===== config.mk =====
export PLATFORM = sky130hd
export DESIGN_NAME = key_debounce_long_press_repeat_top
export DESIGN_NICKNAME = d
export VERILOG_FILES = /design/src/design/kdlp_pkg.sv /design/src/design/kdlp_cfg_regs.sv /design/src/design/kdlp_key_logic.sv /design/src/design/key_debounce_long_press_repeat_top.sv
export SDC_FILE = /design/constraint.sdc
export NUM_CORES = 1
export LEC_CHECK = 0
export CORE_MARGIN = 3
export CORE_UTILIZATION = 35
export DETAILED_ROUTE_END_ITERATION = 8
export DONT_BUFFER_PORTS = 1
export PLACE_DENSITY = 0.54
export SYNTH_ARGS = -nofsm -noshare
export SYNTH_HDL_FRONTEND = slang
export SYNTH_SLANG_ARGS = --single-unit

===== constraint.sdc =====
create_clock -name clk -period 13.52 [get_ports clk]
set_clock_uncertainty 0.2 [all_clocks]
set_input_delay 1.352 -clock clk [delete_from_list [all_inputs] [get_ports clk]]
set_output_delay 1.352 -clock clk [all_outputs]
set_load 0.02 [all_outputs]

===== src/design/kdlp_pkg.sv =====
package kdlp_pkg;

  localparam int NUM_KEYS   = 8;
  localparam int KEY_W      = 3;
  localparam int DEB_W      = 7;
  localparam int TICK_W     = 16;
  localparam int CNT_W      = 17;
  localparam int FILT_W     = 8;
  localparam int CFG_IDX_W  = 2;
  localparam int CFG_DATA_W = 16;
  localparam int S_DATA_W   = 8;
  localparam int M_DATA_W   = 16;

  localparam logic [CFG_IDX_W-1:0] REG_DEBOUNCE = 2'd0;
  localparam logic [CFG_IDX_W-1:0] REG_HOLD     = 2'd1;
  localparam logic [CFG_IDX_W-1:0] REG_REPEAT   = 2'd2;

  typedef enum logic [1:0] {
    ST_UNKNOWN = 2'd0,
    ST_ACTIVE  = 2'd1,
    ST_IDLE    = 2'd2
  } deb_state_t;

  typedef struct packed {
    logic signed [FILT_W-1:0] filter;
    deb_state_t               state;
    logic [CNT_W-1:0]         hold;
    logic [CNT_W-1:0]         rpt;
  } key_state_t;

  typedef struct packed {
    logic [DEB_W-1:0]  debounce_ticks;
    logic [TICK_W-1:0] hold_ticks;
    logic [TICK_W-1:0] repeat_ticks;
  } cfg_t;

  // The last member lands in the lowest bit.
  typedef struct packed {
    logic released_flag;
    logic release_flag;
    logic long_release_flag;
    logic repeat_flag;
    logic long_press_flag;
    logic pressed_flag;
    logic press_flag;
  } flags_t;

endpackage


===== src/design/kdlp_cfg_regs.sv =====
module kdlp_cfg_regs
  import kdlp_pkg::*;
(
  input  logic                  clk,
  input  logic                  rst,
  input  logic                  cfg_we,
  input  logic [CFG_IDX_W-1:0]  cfg_index,
  input  logic [CFG_DATA_W-1:0] cfg_wdata,
  output cfg_t                  cfg
);

  always_ff @(posedge clk) begin
    if (rst) begin
      cfg.debounce_ticks <= DEB_W'(5);
      cfg.hold_ticks     <= TICK_W'(100);
      cfg.repeat_ticks   <= TICK_W'(10);
    end else if (cfg_we) begin
      case (cfg_index)
        REG_DEBOUNCE: cfg.debounce_ticks <= cfg_wdata[DEB_W-1:0];
        REG_HOLD:     cfg.hold_ticks     <= cfg_wdata[TICK_W-1:0];
        REG_REPEAT:   cfg.repeat_ticks   <= cfg_wdata[TICK_W-1:0];
        default: ;
      endcase
    end
  end

endmodule


===== src/design/kdlp_key_logic.sv =====
module kdlp_key_logic
  import kdlp_pkg::*;
(
  input  cfg_t       cfg,
  input  key_state_t cur_st,
  input  logic       level,
  output key_state_t nxt_st,
  output flags_t     flags
);

  always_comb begin
    logic signed [FILT_W:0] f_ext;
    logic signed [FILT_W:0] bound_pos;
    logic signed [FILT_W:0] bound_neg;
    logic signed [FILT_W:0] f_step;
    deb_state_t             st;
    logic [CNT_W-1:0]       hold_lim;
    logic [CNT_W:0]         rpt_inc;

    f_ext     = {cur_st.filter[FILT_W-1], cur_st.filter};
    bound_pos = signed'({2'b00, cfg.debounce_ticks});
    bound_neg = -bound_pos;
    f_step    = f_ext;
    st        = cur_st.state;
    hold_lim  = {1'b0, cfg.hold_ticks};
    rpt_inc   = '0;
    flags     = '0;

    // The filter saturates at the bound and switches state on reaching it.
    if (level) begin
      if (f_ext < bound_pos) begin
        f_step = f_ext + 9'sd1;
        if (f_step == bound_pos) begin
          st = ST_ACTIVE;
        end
      end
    end else begin
      if (f_ext > bound_neg) begin
        f_step = f_ext - 9'sd1;
        if (f_step == bound_neg) begin
          st = ST_IDLE;
        end
      end
    end

    nxt_st        = cur_st;
    nxt_st.filter = f_step[FILT_W-1:0];
    nxt_st.state  = st;

    if (st == ST_ACTIVE && cur_st.state != ST_ACTIVE) begin
      flags.press_flag = 1'b1;
      nxt_st.hold      = '0;
      nxt_st.rpt       = '0;
    end

    if (st == ST_ACTIVE) begin
      flags.pressed_flag = 1'b1;
      if (nxt_st.hold < hold_lim) begin
        nxt_st.hold = nxt_st.hold + 17'd1;
      end else begin
        if (nxt_st.hold == hold_lim) begin
          flags.long_press_flag = 1'b1;
          nxt_st.hold           = nxt_st.hold + 17'd1;
        end
        rpt_inc = {1'b0, nxt_st.rpt} + 18'd1;
        if (rpt_inc > {2'b00, cfg.repeat_ticks}) begin
          flags.repeat_flag = 1'b1;
          nxt_st.rpt        = '0;
        end else begin
          nxt_st.rpt = rpt_inc[CNT_W-1:0];
        end
      end
    end

    if (st == ST_IDLE && cur_st.state != ST_IDLE) begin
      flags.long_release_flag = (cur_st.hold > hold_lim);
      flags.release_flag      = 1'b1;
      nxt_st.hold             = '0;
      nxt_st.rpt              = '0;
    end

    flags.released_flag = (st == ST_IDLE);
  end

endmodule


===== src/design/key_debounce_long_press_repeat_top.sv =====
// Debounced keys with long press and autorepeat for up to eight keys.
// The input stream carries one poll tick per word: the key index and the
// sampled raw level of that key. Every accepted word yields exactly one
// output word with the key index and seven event flags for that tick.
// Each key keeps its own integrating filter, debounced state and hold and
// repeat counters in flip-flops; the debounce, hold and repeat settings are
// shared; the user must have them written through the plain configuration
// port only while idle; the block does not enforce this. A word passes an
// input register and then the per-key update logic into the output
// register. One word is accepted every cycle while m_tready stays high,
// also for the same key back to back, since the key state is updated at
// the edge that loads the output. With m_tready held low, both stages hold
// and s_tready drops only once the input register is full as well.
// Reset empties both stages, loads the default settings and clears every
// key to an unknown debounced state with a centered filter.
module key_debounce_long_press_repeat_top
  import kdlp_pkg::*;
(
  input  logic                  clk,
  input  logic                  rst,
  input  logic                  s_tvalid,
  output logic                  s_tready,
  // key_index [2:0], raw_level [3], zero fill above.
  input  logic [S_DATA_W-1:0]   s_tdata,
  output logic                  m_tvalid,
  input  logic                  m_tready,
  // key_id [2:0], press_flag [3], pressed_flag [4], long_press_flag [5],
  // repeat_flag [6], long_release_flag [7], release_flag [8],
  // released_flag [9], zero fill above.
  output logic [M_DATA_W-1:0]   m_tdata,
  input  logic                  cfg_we,
  input  logic [CFG_IDX_W-1:0]  cfg_index,
  input  logic [CFG_DATA_W-1:0] cfg_wdata
);

  localparam int FLAGS_W = $bits(flags_t);

  cfg_t             cfg;
  logic             in_valid;
  logic [KEY_W-1:0] in_key;
  logic             in_level;
  logic             advance;
  logic             in_range;
  key_state_t       key_st [NUM_KEYS];
  key_state_t       cur_st;
  key_state_t       nxt_st;
  flags_t           flags;
  flags_t           flags_sel;

  kdlp_cfg_regs u_cfg_regs (
    .clk       (clk),
    .rst       (rst),
    .cfg_we    (cfg_we),
    .cfg_index (cfg_index),
    .cfg_wdata (cfg_wdata),
    .cfg       (cfg)
  );

  assign advance  = !m_tvalid || m_tready;
  assign s_tready = !in_valid || advance;
  assign in_range = (32'(in_key) < NUM_KEYS);
  assign cur_st   = key_st[in_key];

  kdlp_key_logic u_key_logic (
    .cfg    (cfg),
    .cur_st (cur_st),
    .level  (in_level),
    .nxt_st (nxt_st),
    .flags  (flags)
  );

  assign flags_sel = in_range ? flags : '0;

  always_ff @(posedge clk) begin
    if (rst) begin
      in_valid <= 1'b0;
    end else if (s_tready) begin
      in_valid <= s_tvalid;
      if (s_tvalid) begin
        in_key   <= s_tdata[KEY_W-1:0];
        in_level <= s_tdata[KEY_W];
      end
    end
  end

  always_ff @(posedge clk) begin
    if (rst) begin
      m_tvalid <= 1'b0;
    end else if (advance) begin
      m_tvalid <= in_valid;
      if (in_valid) begin
        m_tdata <= {{(M_DATA_W-FLAGS_W-KEY_W){1'b0}}, flags_sel, in_key};
      end
    end
  end

  always_ff @(posedge clk) begin
    if (rst) begin
      for (int k = 0; k < NUM_KEYS; k++) begin
        key_st[k].filter <= '0;
        key_st[k].state  <= ST_UNKNOWN;
        key_st[k].hold   <= '0;
        key_st[k].rpt    <= '0;
      end
    end else if (advance && in_valid && in_range) begin
      key_st[in_key] <= nxt_st;
    end
  end

`ifndef SYNTHESIS
  a_press_implies_pressed: assert property (@(posedge clk) disable iff (rst)
    m_tvalid |-> (!m_tdata[3] || m_tdata[4]))
    else $error("press flag without pressed flag");

  a_pressed_released_excl: assert property (@(posedge clk) disable iff (rst)
    m_tvalid |-> !(m_tdata[4] && m_tdata[9]))
    else $error("pressed and released flags both set");

  a_long_release_implies_release: assert property (@(posedge clk) disable iff (rst)
    m_tvalid |-> (!m_tdata[7] || m_tdata[8]))
    else $error("long release flag without release flag");

  a_input_stage_holds: assert property (@(posedge clk) disable iff (rst)
    (in_valid && !advance) |=> (in_valid && $stable(in_key) && $stable(in_level)))
    else $error("input stage lost a word under stall");

  a_reset_empties_output: assert property (@(posedge clk)
    rst |=> !m_tvalid)
    else $error("output valid right after reset");
`endif

endmodule


==> results of run 1 <==
[cells by family (layout without fill, tap and decap cells)]
logic type | Yosys count | after routing | synth area share [%]
mux | 132 | 132 | 10.5
xor+xnor | 40 | 40 | 1.62
simple gates | 692 | 692 | 15.0
compound gates | 305 | 305 | 9.83
fa+ha+maj | 68 | 68 | 3.93
flops | 410 | 410 | 54.9
other cells | 1 | 7 | 0.0173
buf+inv | 197 | 190 | 4.24
[area by class of cell]
type / instances / share of cell area (%)
sequential: 410 / 50.1
multi-input combinational: 1243 / 37.4
clock buffer: 69 / 5.58
tap: 782 / 4.12
inverter: 81 / 1.28
clock inverter: 17 / 0.780
timing repair buffer: 23 / 0.727
antenna: 1 / 0.0105
[state kept, by name, indices dropped and copies added, names as in the netlist, named ones only]
name            flops
key_st            352
u_cfg_regs.cfg     39
m_tdata            10
in_key              3
in_level            1
in_valid            1
m_tvalid            1
[cells in the mapped netlist (13+ instances only)]
cell type / number
edfxtp_1: 366
nor2_1: 336
nand2_1: 147
a21oi_1: 118
mux4_2: 76
inv_1: 75
ha_1: 68
clkbuf_1: 65
mux2i_1: 50
dfxtp_1: 44
nand3_1: 32
xnor2_1: 32
nand4_1: 26
o21ai_0: 23
buf_2: 19
a21oi_2: 17
nor2b_1: 17
nand2b_1: 16
buf_4: 15
a211oi_1: 13
and3_1: 13
nor3_1: 13
o21a_1: 13
[power breakdown]
part	internal (mW)	leakage [nW]	total (mW)	switching, mW
Clock	0.738	0.743	1.26	0.523
Combinational	0.170	3.60	0.517	0.347
Sequential	1.43	4.13	1.45	0.0278
[critical path, delay by kind of cell (launching register included)]
family	cells	cell delay [ns]
buffers and inverters	3	1.22
adders and majority gates	3	1.03
xor gates and xnor gates	1	0.14
AOI/OAI and AO/OA	10	3.09
and+or+nand+nor	10	2.60
muxes	2	0.83
DFF	1	0.59
[metrics by stage]
stage	cell area [sq um]	utilization (%)	total power, mW	setup slack [ns]
after global placement	22200	36.6	1.99	3.63
after detailed placement	22200	36.6	2.00	3.63
final	23700	39.0	3.23	3.47
after floorplan	21700	-	1.84	6.56
after CTS	23700	39.0	3.25	3.56
after global routing	23700	39.0	3.35	2.90
[routing by layer]
metal / track usage (%) / up-vias / wire, um
li1: - / 6714 / -
met1: 27.3 / 7493 / 28600
met2: 32.5 / 451 / 29700
met3: 3.41 / 115 / 3930
met4: 5.91 / 0 / 1840
met5: 0 / - / 0
[cell usage in the layout (no fill, tap or decap), types with 7 or more instances in the layout]
cell type	synthesis	final
o21ba_2	8	8
buf_4	15	23
o21ai_0	23	23
a32oi_2	7	7
and2_1	11	11
a21oi_1	118	118
nand2b_1	16	8
and3_1	13	13
a22oi_1	11	11
inv_1	75	75
nor3_1	13	13
xor2_1	8	8
ha_1	68	68
mux2i_1	50	50
nand2_1	147	147
or3_1	9	9
edfxtp_1	366	366
a31oi_1	11	11
xnor2_1	32	32
nand4_1	26	26
o21ai_1	7	7
nor2b_1	17	17
a211oi_1	13	13
nor2_1	336	336
o211ai_1	11	11
a21o_1	7	7
nand2b_2	0	8
o21a_1	13	13
nand3b_1	9	9
nand3_1	32	32
or2_2	11	11
clkbuf_16	0	47
a21oi_2	17	17
clkbuf_1	65	12
dfxtp_1	44	41
mux4_2	76	76
[worst paths after layout]
path	start	depth (start not counted)	endpoint
worst max-delay path	register	29	key_st[6][5]
worst min register to register	u_cfg_regs.cfg[15]	2	u_cfg_regs.cfg[15]
worst max register to register	register	29	key_st[6][5]
worst min-delay path	u_cfg_regs.cfg[15]	2	u_cfg_regs.cfg[15]
==> impl_metrics.csv, run 1 <==
group,metric,value,unit
die,dieWidth,255,um
grt,track_usage,19.9,%
run_status,outcome,"completed",
clock_tree,cts.clk_slew.worst_paths,0.06,ns
synthesis,avgSynthCellArea,11.7,sq um
power_and_ir_drop,ir_drop,0.0000749,V
setup_path,crit_arrival,10.15,ns
clock_tree,cts.repair.resized,0,
detailed_routing,drt_iter0_markers,1509,
synthesis,ys_async_sr_fraction,0,%
clock_tree,htreeDepth,2,
setup_path,cp-end-kind,"register",
finish,fin_nets,1904,
clock_tree,cts_root_buf,"clkbuf_16",
setup_path,criticalPathCategory,"register to register",
synthesis,yosys.area.top_type,"edfxtp_1",
detailed_routing,dr.pass1.iters,5,
synthesis,syn_inst,1845,
place,io_buffers,0,
clock_tree,cts_buffers,46,
place,place_inst,2539,
finish,multiInputGateArea,8890,sq um
detailed_routing,drc,0,
clock_tree,ctsHoldBuffers,0,
die,initial_core_util,35.6,%
place,routabilityCongestion,0.881,
clock_tree,cts_sinks,410,
synthesis,synth_edf_count,366,
grt,grt_antenna_before_repair,1,
timing,slew-limit-headroom,22.8,%
place,dpl.hpwl,39900,um
synthesis,yosys-top-cells-area,"edfxtp_1 (51%), mux4_2 (7.9%), nor2_1 (5.8%)",
power_and_ir_drop,leakagePower,8.48,nW
synthesis,synth_cell_types,89,
detailed_routing,vias,14800,
setup_path,cpPeakStageDelay,0.77,ns
setup_path,reg2reg_slack,3.47,ns
grt,grt_pass1_vias,14800,
timing,hold_slack,0.253,ns
grt,grt_max_degree,59,
synthesis,ys_seq_area_share,54.9,%
synthesis,synth_warnings,0,
setup_path,critPathMaxFanout,58,
synthesis,ys_ff_latch,410,
setup_path,critPathSlowestCell,"buf_4",
timing,rsz0062_at_grt,"no",
setup_path,cp.required,13.63,ns
clock_tree,cts_setup_buffers,0,
die,die_height,255,um
timing,setup_tns,0,ns
flow_run,maxCapViolCount,0,
clock_tree,cts_tree,"yes",
timing,timing.final.crit_share,74.3,%
synthesis,synthFlopType,"edfxtp_1",
timing,tightest_slew,1.16,ns
die,coreArea,60800,sq um
detailed_routing,routed_wl,64100,um
hold_path,holdCritPathClass,"register to register",
timing,slew_violations,0,
die,die_area,64800,sq um
timing,min_period,10.05,ns
grt,grt_pass1_wl,95200,um
timing,hold_violations,0,
clock_tree,clockBufferDepth,3,
timing,fmax,0.0995,GHz
setup_path,start_kind,"register",
clock_tree,insertion_delay,0.60,ns
grt,gr-total-overflow,0,
finish,drive_gt1_share,13.8,%
finish,nFillCells,5861,
timing,setup_viol,0,
finish,regArea,11900,sq um
die,io_pins,49,
synthesis,netlist.area_leader.share,50.8,%
finish,stdcell_count,2626,
die,std_cell_rows,90,
detailed_routing,avgViaCountPerCell,5.63,
detailed_routing,drt-wirelength-per-cell,24.4,um
detailed_routing,ant_nets,0,
power_and_ir_drop,p_per_area,136,nW/um^2
finish,area_growth,9.72,%
synthesis,syn_area,21600,sq um
No activity file was read; power rests on OpenSTA's default activity.
==> run 2, diff against run 1 <==
==> constraint.sdc (replaced) <==
create_clock -name clk -period 10 [get_ports clk]
set_clock_uncertainty 0.2 [all_clocks]
set_input_delay 1 -clock clk [delete_from_list [all_inputs] [get_ports clk]]
set_output_delay 1 -clock clk [all_outputs]
set_load 0.02 [all_outputs]
==> impl_metrics.csv, run 2 (synthesized netlist as in run 1, its figures left out) <==
group,metric,value,unit
run_status,outcome,"completed",
setup_path,critPathSlowestCell,"nor4b_4",
clock_tree,cts_setup_buffers,0,
clock_tree,ctsHoldBuffers,0,
clock_tree,cts.repair.resized,0,
flow_run,maxCapViolCount,0,
timing,min_period,9.10,ns
clock_tree,cts_buffers,44,
clock_tree,clockBufferDepth,3,
clock_tree,htreeDepth,2,
finish,final_util,38.9,%
power_and_ir_drop,seqPwrFrac,46.0,%
die,dieWidth,255,um
die,io_pins,49,
grt,grt_pass1_wl,95800,um
timing,rsz0062_at_grt,"no",
finish,largest_reg_flops,352,
power_and_ir_drop,p_per_area,181,nW/um^2
place,io_buffers,0,
timing,slew_violations,0,
finish,fin_nets,1908,
power_and_ir_drop,leakagePower,8.45,nW
clock_tree,cts_tree,"yes",
timing,timing.final.crit_share,91.0,%
detailed_routing,drt-wirelength-per-cell,24.7,um
timing,hold_violations,0,
finish,layout_top_registers,"key_st (352), u_cfg_regs.cfg (39), m_tdata (10)",
power_and_ir_drop,ir_drop,0.000120,V
die,std_cell_rows,90,
finish,multiInputGateArea,8890,sq um
finish,nFillCells,5816,
timing,tightest_slew,1.18,ns
setup_path,criticalPathCategory,"register to register",
setup_path,crit_end,"key_st[1][4]",
setup_path,regToRegEndpoint,"key_st[1][4]",
clock_tree,cts_sinks,410,
setup_path,cpPeakStageDelay,0.70,ns
place,dpl.hpwl,40600,um
finish,final_cell_mix,"edfxtp_1 (366), nor2_1 (336), nand2_1 (147)",
grt,grt_max_degree,52,
detailed_routing,drc,0,
clock_tree,insertion_delay,0.59,ns
setup_path,start_kind,"register",
power_and_ir_drop,p_sw_share,28.2,%
die,coreArea,60800,sq um
finish,drive_gt1_share,13.7,%
grt,gr-total-overflow,0,
finish,layout_commonest_cell,"edfxtp_1",
grt,track_usage,20.0,%
finish,regArea,11900,sq um
detailed_routing,ant_nets,0,
place,routabilityCongestion,0.896,
clock_tree,cts_root_buf,"clkbuf_16",
power_and_ir_drop,pwr-share-clk,37.4,%
clock_tree,cts.clk_slew.worst_paths,0.06,ns
finish,area_growth,9.36,%
power_and_ir_drop,power.net_switching,1.20,mW
hold_path,holdCritPathClass,"register to register",
timing,fmax,0.110,GHz
power_and_ir_drop,power,4.27,mW
timing,setup_viol,0,
finish,top_register,"key_st",
finish,antenna_cells,0,
setup_path,cp.required,10.09,ns
power_and_ir_drop,comb_power_share,16.6,%
setup_path,crit_arrival,9.19,ns
detailed_routing,vias,14800,
die,die_area,64800,sq um
detailed_routing,avgViaCountPerCell,5.64,
timing,slew-limit-headroom,21.5,%
detailed_routing,dr.pass1.iters,5,
timing,hold_slack,0.254,ns
setup_path,rr_worst_depth,31,
die,die_height,255,um
detailed_routing,drt_iter0_markers,1325,
power_and_ir_drop,intPower,3.07,mW
timing,setup_tns,0,ns
die,initial_core_util,35.6,%
setup_path,cp-end-kind,"register",
setup_path,critPathMaxFanout,26,
grt,grt_pass1_vias,14700,
setup_path,reg2reg_slack,0.90,ns
detailed_routing,routed_wl,64700,um
grt,grt_antenna_before_repair,0,
==> run 2: changes by cell type in the layout (fill, tap and decap cells not counted), sizes merged, moves of 2 or more <==
cell      delta
buf          +6
clkbuf      -12
clkinv       +9
clkinvlp     -2
==> run 2: per-layer routing <==
layer  GRT usage, %  wire length, um  vias up
met5              0                0        -
met1           27.5            28400     7476
met2           32.6            30100      499
met4           5.72             1690        0
met3           3.61             4530       99
li1               -                -     6717
==> run 2: per-stage QoR <==
stage | area [sq um] | setup slack (ns) | std cells
3_5_place_dp | 22300 | 1.17 | 2545
6_report | 23700 | 0.900 | 2624
2_1_floorplan | 21700 | 3.04 | 1850
4_1_cts | 23700 | 1.10 | 2624
5_1_grt | 23700 | 0.476 | 2624
3_3_place_gp | 22300 | 1.23 | 2545
==> run 2: worst min path at each step <==
stage	start	to	slack, ns	cells past startpoint
2_1_floorplan	u_cfg_regs.cfg[10]	u_cfg_regs.cfg[10]	0.24	2
5_1_grt	rst	u_cfg_regs.cfg[12]	0.24	1
3_3_place_gp	u_cfg_regs.cfg[24]	u_cfg_regs.cfg[24]	0.24	2
4_1_cts	rst	u_cfg_regs.cfg[12]	0.24	1
6_report	u_cfg_regs.cfg[12]	u_cfg_regs.cfg[12]	0.25	2
3_5_place_dp	u_cfg_regs.cfg[6]	u_cfg_regs.cfg[6]	0.25	2
==> run 2: worst max-delay path: cells and delay by family (launching register included) <==
family                     cells  cell delay (ns)
AOI/OAI and AO/OA             12             3.43
xor gates and xnor gates       1             0.12
adders and majority gates      3             1.01
buffers and inverters          4             1.03
DFF                            1             0.34
and+or+nand+nor               11             2.64
==> run 2: power groups by stage <==
stage / combinational (mW) / sequential [mW] / clock, mW
2_1_floorplan: 0.512 / 1.98 / 0
3_3_place_gp: 0.697 / 2.00 / 0
3_5_place_dp: 0.705 / 2.00 / 0
4_1_cts: 0.708 / 1.96 / 1.63
5_1_grt: 0.776 / 1.97 / 1.69
6_report: 0.711 / 1.96 / 1.60
==> run 2: area by class of cell <==
type	count	share of cell area [%]
flip-flops and latches	410	50.2
multi-input cells	1243	37.6
clock buffers	57	5.09
well taps	782	4.14
inverters	81	1.29
repair buffers	29	0.920
clock inverters	22	0.777
==> run 3, diff against run 2 <==
--- a/config.mk
+++ b/config.mk
@@ -9,7 +9,7 @@
 export CORE_UTILIZATION = 35
 export DETAILED_ROUTE_END_ITERATION = 8
 export DONT_BUFFER_PORTS = 1
-export PLACE_DENSITY = 0.54
+export PLACE_DENSITY = 0.49
 export SYNTH_ARGS = -nofsm -noshare
 export SYNTH_HDL_FRONTEND = slang
 export SYNTH_SLANG_ARGS = --single-unit
==> constraint.sdc (replaced) <==
create_clock -name clk -period 8.1 [get_ports clk]
set_clock_uncertainty 0.2 [all_clocks]
set_input_delay 0.81 -clock clk [delete_from_list [all_inputs] [get_ports clk]]
set_output_delay 0.81 -clock clk [all_outputs]
set_load 0.02 [all_outputs]
==> impl_metrics.csv, run 3 (synthesized netlist as in run 1, its figures left out) <==
group,metric,value,unit
timing,rsz0062_at_grt,"no",
finish,drive_gt1_share,15.3,%
place,place_inst,2574,
finish,area_growth,10.8,%
die,die_area,64800,sq um
finish,multiInputGateArea,8920,sq um
die,die_height,255,um
detailed_routing,drt-wirelength-per-cell,24.6,um
setup_path,critPathSlowestCell,"or4_4",
clock_tree,clockBufferDepth,3,
timing,min_period,7.56,ns
grt,grt_antenna_before_repair,0,
clock_tree,cts_setup_buffers,0,
die,std_cell_rows,90,
finish,largest_reg_flops,352,
finish,stdcell_count,2661,
timing,setup_viol,0,
setup_path,cp.required,8.32,ns
power_and_ir_drop,comb_power_share,17.0,%
timing,timing.final.crit_share,93.4,%
power_and_ir_drop,pwr-share-clk,37.8,%
detailed_routing,drc,0,
place,routabilityCongestion,0.859,
clock_tree,cts_buffers,47,
grt,track_usage,20.3,%
clock_tree,ctsHoldBuffers,0,
power_and_ir_drop,power,5.36,mW
power_and_ir_drop,leakagePower,8.62,nW
setup_path,cpPeakStageDelay,0.67,ns
power_and_ir_drop,p_sw_share,28.4,%
die,io_pins,49,
detailed_routing,routed_wl,65600,um
finish,final_util,39.4,%
timing,fmax,0.132,GHz
clock_tree,insertion_delay,0.60,ns
grt,gr-total-overflow,0,
finish,regArea,11900,sq um
power_and_ir_drop,ir_drop,0.000129,V
clock_tree,cts_sinks,410,
grt,grt_pass1_wl,97300,um
finish,layout_commonest_cell,"edfxtp_1",
detailed_routing,avgViaCountPerCell,5.59,
setup_path,criticalPathCategory,"register to register",
timing,timing.final.ws_setup,0.537,ns
detailed_routing,ant_nets,0,
place,io_buffers,0,
die,coreArea,60800,sq um
power_and_ir_drop,intPower,3.84,mW
hold_path,hp-start,"rst",
finish,fin_nets,1940,
finish,nFillCells,5861,
finish,final_cell_mix,"edfxtp_1 (366), nor2_1 (336), nand2_1 (147)",
clock_tree,cts_tree,"yes",
timing,slew-limit-headroom,21.8,%
power_and_ir_drop,p_per_area,224,nW/um^2
power_and_ir_drop,power.net_switching,1.52,mW
setup_path,crit_arrival,7.78,ns
finish,final_area,24000,sq um
flow_run,maxCapViolCount,0,
clock_tree,cts.clk_slew.worst_paths,0.06,ns
hold_path,holdCritPathClass,"input port to register",
clock_tree,htreeDepth,2,
grt,grt_pass1_vias,14800,
place,dp_slack,0.272,ns
setup_path,start_kind,"register",
detailed_routing,vias,14900,
timing,hold_violations,0,
detailed_routing,drt_iter0_markers,1471,
timing,setup_tns,0,ns
finish,top_register,"key_st",
place,place_area,22500,sq um
run_status,outcome,"completed",
setup_path,worstPathBufferInverterCount,3,
finish,layout_top_registers,"key_st (352), u_cfg_regs.cfg (39), m_tdata (10)",
die,initial_core_util,35.6,%
timing,slew_violations,0,
detailed_routing,dr.pass1.iters,5,
place,dpl.hpwl,43100,um
timing,hold_slack,0.0872,ns
grt,grt_max_degree,52,
setup_path,cp-end-kind,"register",
power_and_ir_drop,seqPwrFrac,45.1,%
timing,tightest_slew,1.17,ns
setup_path,crit_family,"compound AO/OA/AOI/OAI gates",
die,dieWidth,255,um
clock_tree,cts_root_buf,"clkbuf_16",
setup_path,critPathMaxFanout,23,
run 3: layout make-up:
| cell class | instances | share of cell area (%) |
|---|---|---|
| Inverter | 81 | 1.27 |
| Clock inverter | 21 | 0.689 |
| Antenna cell | 1 | 0.0104 |
| Clock buffer | 65 | 5.36 |
| Timing Repair Buffer | 58 | 1.82 |
| Sequential cell | 410 | 49.6 |
| Multi-Input combinational cell | 1243 | 37.2 |
| Tap cell | 782 | 4.08 |
run 3: per-layer routing:
metal | track usage (%) | part of all wire (%)
met4 | 4.90 | 2.1
met3 | 3.61 | 6.4
met1 | 28.8 | 45
met5 | 0 | 0
met2 | 32.4 | 46
run 3: repair_timing:
item	4_1_cts	5_1_grt
gates resized for setup	0	7
hold endpoints to repair	0	0
setup endpoints to repair	0	156
run 3: final timing paths:
check | end | slack (ns) | cells after the start
worst max register to register | key_st[3][26] | 0.54 | 26
worst min register to register | u_cfg_regs.cfg[12] | 0.26 | 2
worst min-delay path | m_tvalid | 0.09 | 1
worst max-delay path | key_st[3][26] | 0.54 | 26
run 3: power by group through the flow:
stage	combinational, mW	clock, mW	sequential (mW)
floorplan	0.632	0	2.45
global placement	0.895	0	2.46
detailed placement	0.902	0	2.46
CTS	0.907	2.07	2.42
global route	0.993	2.15	2.43
finish	0.912	2.03	2.42
